File: src/hdl/tcst_pkg.sv
// ----------------------------------------------------------------------------
// tcst_pkg
// Shared constants, codes and control/status bundles of the schedule table.
// ----------------------------------------------------------------------------
package tcst_pkg;

	localparam int MAX_ENTRIES  = 8;
	localparam int MAX_TIMES    = 4;
	localparam int RESULT_LIMIT = 8;

	localparam int EIDX_W = $clog2(MAX_ENTRIES);
	localparam int ECNT_W = $clog2(MAX_ENTRIES + 1);
	localparam int TIDX_W = (MAX_TIMES > 1) ? $clog2(MAX_TIMES) : 1;
	localparam int TCNT_W = $clog2(MAX_TIMES + 1);
	localparam int NCNT_W = $clog2(RESULT_LIMIT + 1);
	localparam int MIN_W  = 27;
	localparam int DIV_W  = 32;
	localparam int DSR_W  = 11;

	localparam logic [2:0] MODE_BEGIN  = 3'd0;
	localparam logic [2:0] MODE_APPEND = 3'd1;
	localparam logic [2:0] MODE_REMOVE = 3'd2;
	localparam logic [2:0] MODE_CLEAR  = 3'd3;
	localparam logic [2:0] MODE_SETTM  = 3'd4;
	localparam logic [2:0] MODE_CHECK  = 3'd5;
	localparam logic [2:0] MODE_MARK   = 3'd6;

	localparam logic [2:0] ST_OK        = 3'd0;
	localparam logic [2:0] ST_FULL      = 3'd1;
	localparam logic [2:0] ST_NOT_FOUND = 3'd2;
	localparam logic [2:0] ST_PENDING   = 3'd3;
	localparam logic [2:0] ST_NONE      = 3'd4;

	localparam logic [1:0] DSEL_STAMP = 2'd0;
	localparam logic [1:0] DSEL_DAY   = 2'd1;
	localparam logic [1:0] DSEL_HOUR  = 2'd2;

	localparam logic [DSR_W-1:0] SEC_PER_MIN = 11'd60;
	localparam logic [DSR_W-1:0] MIN_PER_DAY = 11'd1440;
	localparam logic [31:0]      DAY_BIAS    = 32'd2880;

	// reciprocals: ceil(2^34 / 15) and ceil(2^28 / 45)
	localparam logic [30:0] RCP_15    = 31'd1145324613;
	localparam int          RCP_15_SH = 34;
	localparam logic [22:0] RCP_45    = 23'd5965233;
	localparam int          RCP_45_SH = 28;

	typedef struct packed {
		logic       ld_in;
		logic       idx_clr;
		logic       idx_inc;
		logic       idx_from_f;
		logic       found_set;
		logic       div_start;
		logic [1:0] div_sel;
		logic       wr_time;
		logic       wr_day;
		logic       wr_hhmm;
		logic       do_begin;
		logic       do_append;
		logic       do_mark;
		logic       do_clear;
		logic       do_shift;
		logic       cnt_dec;
		logic       hold;
		logic       emit;
		logic [2:0] emit_status;
		logic       emit_last;
		logic       emit_held;
	} cmd_t;

	typedef struct packed {
		logic [2:0] mode;
		logic       at_end;
		logic       hit;
		logic       found;
		logic       tbl_full;
		logic       list_full;
		logic       shift_end;
		logic       due;
		logic       at_limit;
		logic       n_zero;
		logic       time_unset;
		logic       div_done;
		logic       out_free;
	} sts_t;

endpackage

File: src/hdl/tcst_div.sv
// ----------------------------------------------------------------------------
// tcst_div
// Divide by 60 or by 1440 through reciprocal multiplication.
// ----------------------------------------------------------------------------
module tcst_div
	import tcst_pkg::*;
(
	input  logic             clk,
	input  logic             arst_n,
	input  logic             start,
	input  logic [1:0]       sel,
	input  logic [DIV_W-1:0] dividend,
	output logic             done,
	output logic [DIV_W-1:0] quot,
	output logic [DSR_W-1:0] rem
);

	logic             v1_q;
	logic             v2_q;
	logic             done_q;
	logic             by_day_q;
	logic [DIV_W-1:0] x_q;
	logic [DIV_W-1:0] quo_q;
	logic [DSR_W-1:0] rem_q;
	logic [29:0]      mul_a;
	logic [30:0]      mul_b;
	logic [60:0]      mul_p;
	logic [DIV_W-1:0] quo_d;
	logic [DIV_W-1:0] back;

	// x/60 = (x>>2)/15, x/1440 = (x>>5)/45
	always_comb begin
		if (by_day_q) begin
			mul_a = 30'(x_q[DIV_W-1:5]);
			mul_b = 31'(RCP_45);
		end else begin
			mul_a = x_q[DIV_W-1:2];
			mul_b = RCP_15;
		end
		mul_p = mul_a * mul_b;
		quo_d = by_day_q ? 32'(mul_p[60:RCP_45_SH]) : 32'(mul_p[60:RCP_15_SH]);
	end

	assign back = by_day_q ? quo_q * 32'(MIN_PER_DAY) : quo_q * 32'(SEC_PER_MIN);

	always_ff @(posedge clk or negedge arst_n) begin
		if (!arst_n) begin
			v1_q   <= 1'b0;
			v2_q   <= 1'b0;
			done_q <= 1'b0;
		end else begin
			v1_q   <= start;
			v2_q   <= v1_q;
			done_q <= v2_q;
		end
	end

	always_ff @(posedge clk) begin
		if (start) begin
			x_q      <= dividend;
			by_day_q <= (sel == DSEL_DAY);
		end
		if (v1_q)
			quo_q <= quo_d;
		if (v2_q)
			rem_q <= DSR_W'(x_q - back);
	end

	assign done = done_q;
	assign quot = quo_q;
	assign rem  = rem_q;

endmodule

File: src/hdl/tcst_dp.sv
// ----------------------------------------------------------------------------
// tcst_dp
// Datapath: table storage, walk index, time base and the result register.
// ----------------------------------------------------------------------------
module tcst_dp
	import tcst_pkg::*;
(
	input  logic               clk,
	input  logic               arst_n,
	input  cmd_t               cmd,
	output sts_t               sts,
	input  logic [2:0]         mode,
	input  logic [7:0]         command,
	input  logic [11:0]        time_of_day,
	input  logic [31:0]        timestamp,
	input  logic [3:0]         max_pending,
	input  logic               cfg_we,
	input  logic signed [10:0] cfg_wdata,
	output logic               out_valid,
	input  logic               out_ready,
	output logic [2:0]         status,
	output logic [7:0]         pending_command,
	output logic               last
);

	logic [7:0]        code_q [MAX_ENTRIES];
	logic [TCNT_W-1:0] tcnt_q [MAX_ENTRIES];
	logic [11:0]       times_q [MAX_ENTRIES][MAX_TIMES];
	logic [MIN_W-1:0]  lrun_q [MAX_ENTRIES];

	logic [ECNT_W-1:0] count_q;
	logic [ECNT_W-1:0] i_q;
	logic [EIDX_W-1:0] f_q;
	logic              found_q;
	logic [NCNT_W-1:0] n_q;
	logic [NCNT_W-1:0] lim_q;
	logic [2:0]        mode_q;
	logic [7:0]        code_in_q;
	logic [11:0]       tod_q;
	logic [31:0]       stamp_q;
	logic [MIN_W-1:0]  cur_min_q;
	logic              unset_q;
	logic signed [10:0] zone_q;
	logic [10:0]       day_min_q;
	logic [11:0]       hhmm_q;
	logic [7:0]        held_q;
	logic              out_valid_q;
	logic [2:0]        status_q;
	logic [7:0]        pcmd_q;
	logic              last_q;

	logic [EIDX_W-1:0] ix;
	logic [ECNT_W-1:0] ip1;
	logic [EIDX_W-1:0] ixn;
	logic [EIDX_W-1:0] cx;
	logic              match;
	logic [DIV_W-1:0]  dvd;
	logic              dv_done;
	logic [DIV_W-1:0]  dv_q;
	logic [DSR_W-1:0]  dv_r;
	logic [11:0]       hh100;

	assign ix  = i_q[EIDX_W-1:0];
	assign ip1 = i_q + 1'b1;
	assign ixn = ip1[EIDX_W-1:0];
	assign cx  = count_q[EIDX_W-1:0];

	always_comb begin
		match = 1'b0;
		for (int j = 0; j < MAX_TIMES; j++)
			if (TCNT_W'(j) < tcnt_q[ix] && times_q[ix][j] == hhmm_q)
				match = 1'b1;
	end

	always_comb begin
		case (cmd.div_sel)
			DSEL_STAMP: dvd = stamp_q;
			DSEL_DAY:   dvd = 32'(cur_min_q) + 32'(signed'(zone_q)) + DAY_BIAS;
			DSEL_HOUR:  dvd = 32'(day_min_q);
			default:    dvd = '0;
		endcase
	end

	tcst_div u_div (
		.clk      (clk),
		.arst_n   (arst_n),
		.start    (cmd.div_start),
		.sel      (cmd.div_sel),
		.dividend (dvd),
		.done     (dv_done),
		.quot     (dv_q),
		.rem      (dv_r)
	);

	assign hh100 = 12'(dv_q[4:0]) * 12'd100;

	always_ff @(posedge clk or negedge arst_n) begin
		if (!arst_n) begin
			count_q     <= '0;
			unset_q     <= 1'b1;
			cur_min_q   <= '0;
			zone_q      <= '0;
			out_valid_q <= 1'b0;
			found_q     <= 1'b0;
		end else begin
			if (cfg_we)
				zone_q <= cfg_wdata;
			if (cmd.wr_time) begin
				unset_q   <= (stamp_q == '0);
				cur_min_q <= dv_q[MIN_W-1:0];
			end
			if (cmd.idx_clr)
				found_q <= 1'b0;
			else if (cmd.found_set)
				found_q <= 1'b1;
			if (cmd.do_clear)
				count_q <= '0;
			else if (cmd.do_begin && !found_q)
				count_q <= count_q + 1'b1;
			else if (cmd.cnt_dec)
				count_q <= count_q - 1'b1;
			if (cmd.emit)
				out_valid_q <= 1'b1;
			else if (out_ready)
				out_valid_q <= 1'b0;
		end
	end

	always_ff @(posedge clk) begin
		if (cmd.ld_in) begin
			mode_q    <= mode;
			code_in_q <= command;
			tod_q     <= time_of_day;
			stamp_q   <= timestamp;
			lim_q     <= (max_pending > 4'(RESULT_LIMIT)) ?
				NCNT_W'(RESULT_LIMIT) : NCNT_W'(max_pending);
		end
		if (cmd.idx_clr) begin
			i_q <= '0;
			n_q <= '0;
		end else if (cmd.idx_from_f)
			i_q <= ECNT_W'(f_q);
		else if (cmd.idx_inc)
			i_q <= ip1;
		if (cmd.hold)
			n_q <= n_q + 1'b1;
		if (cmd.found_set)
			f_q <= ix;
		if (cmd.wr_day)
			day_min_q <= dv_r;
		if (cmd.wr_hhmm)
			hhmm_q <= hh100 + 12'(dv_r);
		if (cmd.hold)
			held_q <= code_q[ix];
		if (cmd.do_begin) begin
			if (found_q) begin
				tcnt_q[f_q] <= '0;
				lrun_q[f_q] <= '0;
			end else begin
				code_q[cx] <= code_in_q;
				tcnt_q[cx] <= '0;
				lrun_q[cx] <= '0;
			end
		end
		if (cmd.do_append) begin
			times_q[f_q][tcnt_q[f_q][TIDX_W-1:0]] <= tod_q;
			tcnt_q[f_q] <= tcnt_q[f_q] + 1'b1;
		end
		if (cmd.do_mark)
			lrun_q[f_q] <= cur_min_q;
		if (cmd.do_shift) begin
			code_q[ix]  <= code_q[ixn];
			tcnt_q[ix]  <= tcnt_q[ixn];
			times_q[ix] <= times_q[ixn];
			lrun_q[ix]  <= lrun_q[ixn];
		end
		if (cmd.emit) begin
			status_q <= cmd.emit_status;
			pcmd_q   <= cmd.emit_held ? held_q : 8'd0;
			last_q   <= cmd.emit_last;
		end
	end

	assign sts.mode       = mode_q;
	assign sts.at_end     = i_q >= count_q;
	assign sts.hit        = code_q[ix] == code_in_q;
	assign sts.found      = found_q;
	assign sts.tbl_full   = count_q >= ECNT_W'(MAX_ENTRIES);
	assign sts.list_full  = tcnt_q[f_q] >= TCNT_W'(MAX_TIMES);
	assign sts.shift_end  = ip1 >= count_q;
	assign sts.due        = match && (cur_min_q != lrun_q[ix]);
	assign sts.at_limit   = n_q >= lim_q;
	assign sts.n_zero     = n_q == '0;
	assign sts.time_unset = unset_q;
	assign sts.div_done   = dv_done;
	assign sts.out_free   = !out_valid_q || out_ready;

	assign out_valid       = out_valid_q;
	assign status          = status_q;
	assign pending_command = pcmd_q;
	assign last            = last_q;

endmodule

File: src/hdl/tcst_ctrl.sv
// ----------------------------------------------------------------------------
// tcst_ctrl
// Sequencer: lookup walk, mode execution, time conversion and check walk.
// ----------------------------------------------------------------------------
module tcst_ctrl
	import tcst_pkg::*;
(
	input  logic clk,
	input  logic arst_n,
	input  logic in_valid,
	output logic in_ready,
	input  sts_t sts,
	output cmd_t cmd
);

	localparam logic [2:0] S_IDLE  = 3'd0;
	localparam logic [2:0] S_LOOK  = 3'd1;
	localparam logic [2:0] S_EXEC  = 3'd2;
	localparam logic [2:0] S_SHIFT = 3'd3;
	localparam logic [2:0] S_DIVT  = 3'd4;
	localparam logic [2:0] S_DIVD  = 3'd5;
	localparam logic [2:0] S_DIVH  = 3'd6;
	localparam logic [2:0] S_WALK  = 3'd7;

	logic [2:0] state_q;
	logic [2:0] state_d;
	logic       tdone_q;
	logic       tdone_d;

	always_ff @(posedge clk or negedge arst_n) begin
		if (!arst_n) begin
			state_q <= S_IDLE;
			tdone_q <= 1'b0;
		end else begin
			state_q <= state_d;
			tdone_q <= tdone_d;
		end
	end

	always_comb begin
		cmd             = '0;
		cmd.emit_last   = 1'b1;
		cmd.emit_status = ST_OK;
		state_d         = state_q;
		tdone_d         = tdone_q;
		in_ready        = 1'b0;
		case (state_q)
			S_IDLE: begin
				in_ready = 1'b1;
				if (in_valid) begin
					cmd.ld_in   = 1'b1;
					cmd.idx_clr = 1'b1;
					state_d     = S_LOOK;
				end
			end
			S_LOOK: begin
				if (sts.at_end)
					state_d = S_EXEC;
				else if (sts.hit) begin
					cmd.found_set = 1'b1;
					state_d       = S_EXEC;
				end else
					cmd.idx_inc = 1'b1;
			end
			S_EXEC: begin
				case (sts.mode)
					MODE_SETTM: begin
						cmd.div_start = 1'b1;
						cmd.div_sel   = DSEL_STAMP;
						tdone_d       = 1'b0;
						state_d       = S_DIVT;
					end
					MODE_CHECK: begin
						if (sts.time_unset) begin
							if (sts.out_free) begin
								cmd.emit        = 1'b1;
								cmd.emit_status = ST_NONE;
								state_d         = S_IDLE;
							end
						end else begin
							cmd.div_start = 1'b1;
							cmd.div_sel   = DSEL_DAY;
							state_d       = S_DIVD;
						end
					end
					MODE_REMOVE: begin
						if (!sts.found) begin
							if (sts.out_free) begin
								cmd.emit        = 1'b1;
								cmd.emit_status = ST_NOT_FOUND;
								state_d         = S_IDLE;
							end
						end else begin
							cmd.idx_from_f = 1'b1;
							state_d        = S_SHIFT;
						end
					end
					default: begin
						if (sts.out_free) begin
							cmd.emit = 1'b1;
							state_d  = S_IDLE;
							case (sts.mode)
								MODE_BEGIN: begin
									if (!sts.found && sts.tbl_full)
										cmd.emit_status = ST_FULL;
									else
										cmd.do_begin = 1'b1;
								end
								MODE_APPEND: begin
									if (!sts.found)
										cmd.emit_status = ST_NOT_FOUND;
									else if (sts.list_full)
										cmd.emit_status = ST_FULL;
									else
										cmd.do_append = 1'b1;
								end
								MODE_MARK: begin
									if (!sts.found)
										cmd.emit_status = ST_NOT_FOUND;
									else
										cmd.do_mark = 1'b1;
								end
								MODE_CLEAR: cmd.do_clear = 1'b1;
								default: ;
							endcase
						end
					end
				endcase
			end
			S_SHIFT: begin
				if (sts.shift_end) begin
					if (sts.out_free) begin
						cmd.cnt_dec = 1'b1;
						cmd.emit    = 1'b1;
						state_d     = S_IDLE;
					end
				end else begin
					cmd.do_shift = 1'b1;
					cmd.idx_inc  = 1'b1;
				end
			end
			S_DIVT: begin
				cmd.div_sel = DSEL_STAMP;
				if (sts.div_done) begin
					cmd.wr_time = 1'b1;
					tdone_d     = 1'b1;
				end
				if (tdone_q && sts.out_free) begin
					cmd.emit = 1'b1;
					tdone_d  = 1'b0;
					state_d  = S_IDLE;
				end
			end
			S_DIVD: begin
				cmd.div_sel = DSEL_DAY;
				if (sts.div_done) begin
					cmd.wr_day = 1'b1;
					state_d    = S_DIVH;
				end
			end
			S_DIVH: begin
				cmd.div_sel = DSEL_HOUR;
				if (!tdone_q) begin
					cmd.div_start = 1'b1;
					tdone_d       = 1'b1;
				end else if (sts.div_done) begin
					cmd.wr_hhmm = 1'b1;
					cmd.idx_clr = 1'b1;
					tdone_d     = 1'b0;
					state_d     = S_WALK;
				end
			end
			S_WALK: begin
				cmd.emit_held = 1'b1;
				if (sts.at_end || sts.at_limit) begin
					if (sts.out_free) begin
						cmd.emit        = 1'b1;
						cmd.emit_status = sts.n_zero ? ST_NONE : ST_PENDING;
						cmd.emit_held   = !sts.n_zero;
						state_d         = S_IDLE;
					end
				end else if (sts.due) begin
					if (sts.n_zero) begin
						cmd.hold    = 1'b1;
						cmd.idx_inc = 1'b1;
					end else if (sts.out_free) begin
						cmd.emit        = 1'b1;
						cmd.emit_status = ST_PENDING;
						cmd.emit_last   = 1'b0;
						cmd.hold        = 1'b1;
						cmd.idx_inc     = 1'b1;
					end
				end else
					cmd.idx_inc = 1'b1;
			end
			default: state_d = S_IDLE;
		endcase
	end

endmodule

File: src/hdl/timed_command_schedule_table_core.sv
// ----------------------------------------------------------------------------
// timed_command_schedule_table_core
// Table of scheduled commands with time lists, last-run stamps and due check.
// ----------------------------------------------------------------------------
// One item at a time. Every item first walks the table for its command code,
// one entry per cycle. Begin, append, mark, clear and unused modes then
// finish once the output is free; remove moves each later entry up, one per
// cycle. Set time converts seconds to minutes with a reciprocal divide. A
// check runs two such divides to get local hour and minute, then tests one
// entry per cycle against all its times, holding on an entry while a result
// waits for the output.
module timed_command_schedule_table_core
	import tcst_pkg::*;
(
	input  logic               clk,
	input  logic               arst_n,
	input  logic               in_valid,
	output logic               in_ready,
	input  logic [2:0]         mode,
	input  logic [7:0]         command,
	input  logic [11:0]        time_of_day,
	input  logic [31:0]        timestamp,
	input  logic [3:0]         max_pending,
	output logic               out_valid,
	input  logic               out_ready,
	output logic [2:0]         status,
	output logic [7:0]         pending_command,
	output logic               last,
	input  logic               cfg_we,
	input  logic signed [10:0] cfg_wdata
);

	cmd_t cmd;
	sts_t sts;

	tcst_ctrl u_ctrl (
		.clk      (clk),
		.arst_n   (arst_n),
		.in_valid (in_valid),
		.in_ready (in_ready),
		.sts      (sts),
		.cmd      (cmd)
	);

	tcst_dp u_dp (
		.clk             (clk),
		.arst_n          (arst_n),
		.cmd             (cmd),
		.sts             (sts),
		.mode            (mode),
		.command         (command),
		.time_of_day     (time_of_day),
		.timestamp       (timestamp),
		.max_pending     (max_pending),
		.cfg_we          (cfg_we),
		.cfg_wdata       (cfg_wdata),
		.out_valid       (out_valid),
		.out_ready       (out_ready),
		.status          (status),
		.pending_command (pending_command),
		.last            (last)
	);

endmodule
File: config.mk
export PLATFORM = sky130hd
export DESIGN_NAME = timed_command_schedule_table_core
export DESIGN_NICKNAME = d
export VERILOG_FILES = /design/src/hdl/tcst_pkg.sv /design/src/hdl/tcst_div.sv /design/src/hdl/tcst_dp.sv /design/src/hdl/tcst_ctrl.sv /design/src/hdl/timed_command_schedule_table_core.sv
export SDC_FILE = /design/constraint.sdc
export NUM_CORES = 2
export LEC_CHECK = 0
export BUFFER_PORTS_ARGS = -buffer_cell sky130_fd_sc_hd__buf_2
export CAP_MARGIN = 20
export CORE_ASPECT_RATIO = 1.4
export CORE_MARGIN = 8
export CORE_UTILIZATION = 33
export CTS_BUF_LIST = sky130_fd_sc_hd__clkbuf_16
export CTS_CLUSTER_SIZE = 14
export DETAILED_ROUTE_END_ITERATION = 8
export SKIP_LAST_GASP = 1
export SYNTH_ARGS = -nofsm -noshare
export SYNTH_HDL_FRONTEND = slang
export SYNTH_HIERARCHICAL = 1
export SYNTH_SLANG_ARGS = --single-unit
File: constraint.sdc
create_clock -name clk -period 11.7 [get_ports clk]
set_input_delay 0 -clock clk [delete_from_list [all_inputs] [get_ports clk]]
set_output_delay 0 -clock clk [all_outputs]
set_load 0.01 [all_outputs]
==> key figures <==
Cells and area
  • Area taken by multi-input logic gates: roughly 0.035 mm^2
  • Sequential cell area in the final layout: approximately 0.028 mm^2
  • Fill cell total of the finished layout: between 15000 and 20000
  • Antenna diode count: 0
  • Most common cell after layout, fill and taps aside: edfxtp_1
  • Signed area change from the synthesized netlist to the final layout: 12.8%
  • Most frequent cells in the layout: edfxtp_1, inv_1, a21oi_1, ha_1, mux4_2
  • Final Cell Area: 0.0736 mm^2
  • Count of nets after finishing: between 6000 and 7000
  • Share of cells above drive strength 1: 0.147
  • Utilization after layout: 0.374

Min path
  • Worst hold start: time_of_day[2]
  • Hold Path Class: in2reg
  • Worst Hold Path EP: u_dp/tod_q[2]
  • Cell count of the worst hold path: 2

Global routing
  • Global-route wire length before repair: between 300000 and 400000 um
  • Pin count of the biggest net entering global routing: 102
  • Number of global-route vias before repair: between 40000 and 50000
  • Initial antenna violation count: 8
  • Gr ovfl total: 0
  • Global-route usage over all layers: 0.201

Die
  • Number of standard-cell rows in the floorplan: between 150 and 200
  • Die Outline Area: roughly 0.21 mm^2
  • X dimension of the die: about 390 um
  • Number of primary I/O pins: just under 90
  • Initial cell density of the core: 0.331
  • Floorplan Core Area: 0.197 mm^2
  • Floorplan die height: 542 um

Drt
  • Post-detailed-route DRC marker count: 0
  • Wire length per cell: roughly 27 um
  • Count of vias placed by the detailed router: 46800
  • Drt first pass iters: 8
  • Vias per cell: between 5 and 6
  • Antenna-violating nets left: 0
  • Wire length reported by the detailed router: between 200000 and 250000 um
  • Number of design-rule violations left by the first detailed-router iteration: roughly 4700

Worst setup path
  • Critical Path Slowest Stage Cell: a2111oi_0
  • Required time worst endpoint: 12.16 ns
  • Critical-path maximum fanout: 38
  • Category of the most critical setup path: reg2reg
  • Reg2Reg Depth: 25
  • R2r setup slk: 2.97 ns
  • Nature of the critical path endpoint: flop
  • Source of the worst register-to-register timing path: u_dp/u_div/by_day_q
  • Cell repeated most along the worst path: fa_1
  • Worst Path Buf+Inv: 7
  • Arrival @ worst endpoint: ~9.2 ns
  • Slowest Stage Delay on Critical Path: just under 0.8 ns
  • Crit path launch type: flop
  • Cell family with the largest share of critical-path delay: adder cells
  • Reg-to-reg endpoint: u_dp/u_div/quot[24]

Clocking
  • CTS H-tree lvls: 3
  • Clock latency at the later pin of the worst-skew pair: 0.74 ns
  • CTS Sinks: 930
  • Inserted Clock Buffers: 101
  • Maximum root-to-sink buffer count: 3
  • Clock transition at path regs: 0.06 ns
  • Count of buffers added by post-CTS timing repair for setup: 0
  • CTS tree: built
  • CTS Root Buffer Type: clkbuf_16

Placement
  • Final HPWL from detailed placement: approximately 150000 um
  • Input/output buffers: between 80 and 90
  • Total placed instance area: roughly 0.07 mm^2
  • Final weighted congestion of routability-driven global placement: around 1

Timing
  • Crit path time final: between 8 and 9 ns
  • Worst slew margin: 0.218
  • Number of pins with negative max-slew slack in the final report: 0
  • Maximum frequency from static timing analysis: approximately 110 MHz
  • Largest clock skew in the final design: between 0.03 and 0.04 ns
  • Period utilisation layout: 0.746
  • Slew at the pin closest to its max-slew limit: 1.17 ns
  • Finish-stage setup viols: 0
  • Final sum of negative setup slack: 0 ns
  • Final Hold Violating Endpoints: 0
  • RSZ-0062 raised after global routing: no
  • Worst hold margin: a little over 0.03 ns

Yosys
  • Number of cells produced by synthesis: approximately 5300
  • Mapped Avg Cell Area: between 10 and 15 um^2
  • Mapped Area: about 0.065 mm^2
  • Yosys synthesis warning count: 6

Flow run
  • Max-Cap Viols: 0

Outcome
  • Outcome: complete, no violations
-- worst max-delay path by stage --
stage,slack (ns),to,start,depth (start not counted)
global placement,3.09,u_dp/u_div/quot[24],u_dp/u_div/by_day_q,25
CTS,3.04,u_dp/u_div/quot[24],u_dp/u_div/by_day_q,25
floorplan,3.97,u_dp/u_div/quot[22],u_dp/u_div/by_day_q,29
global route,2.60,u_dp/u_div/quot[24],u_dp/u_div/by_day_q,25
finish,2.97,u_dp/u_div/quot[24],u_dp/u_div/by_day_q,25
detailed placement,3.08,u_dp/u_div/quot[24],u_dp/u_div/by_day_q,25
-- through the flow --
| stage | std cells | setup slack (ns) |
|---|---|---|
| finish | 8167 | 2.97 |
| global route | 8167 | 2.60 |
| CTS | 8164 | 3.04 |
| detailed placement | 7840 | 3.08 |
| global placement | 7840 | 3.09 |
| floorplan | 5351 | 3.97 |
-- metal layers --
layer  vias up  part of all wire  GRT usage
met5         -           0.00012          0
met4         4             0.070      0.115
li1      20000                 -          -
met1     23500              0.36      0.236
met3       668             0.093     0.0460
met2      2547              0.48      0.336
-- area by class of cell --
class,instances,share of cell area
Tap cell,2632,0.0447
Inverter,552,0.0282
Clock inverter,87,0.0113
Sequential cell,930,0.375
Timing Repair Buffer,313,0.0343
Clock buffer,102,0.0347
Multi-Input combinational cell,3551,0.472
-- flip-flops by register name (all words and copies together) (netlist names), 4 cells and up, named ones only --
signal                count
u_dp/code_in_q            8
u_dp/code_q              64
u_dp/count_q              4
u_dp/cur_min_q           27
u_dp/day_min_q           11
u_dp/held_q               8
u_dp/hhmm_q              12
u_dp/i_q                  4
u_dp/lim_q                4
u_dp/lrun_q             216
u_dp/n_q                  4
u_dp/pending_command      8
u_dp/stamp_q             32
u_dp/tcnt_q              24
u_dp/times_q            384
u_dp/tod_q               12
u_dp/u_div/quot          27
u_dp/u_div/rem           11
u_dp/u_div/x_q           32
u_dp/zone_q              11
-- repair_timing --
action	CTS	global route
endpoints found under the hold margin	143	0
resized for setup	0	0
endpoints found under the setup margin	0	0
hold buffers	135	0
Power is not shown: default switching activity piles up to over one toggle a cycle in this logic, so the estimate is an artifact.
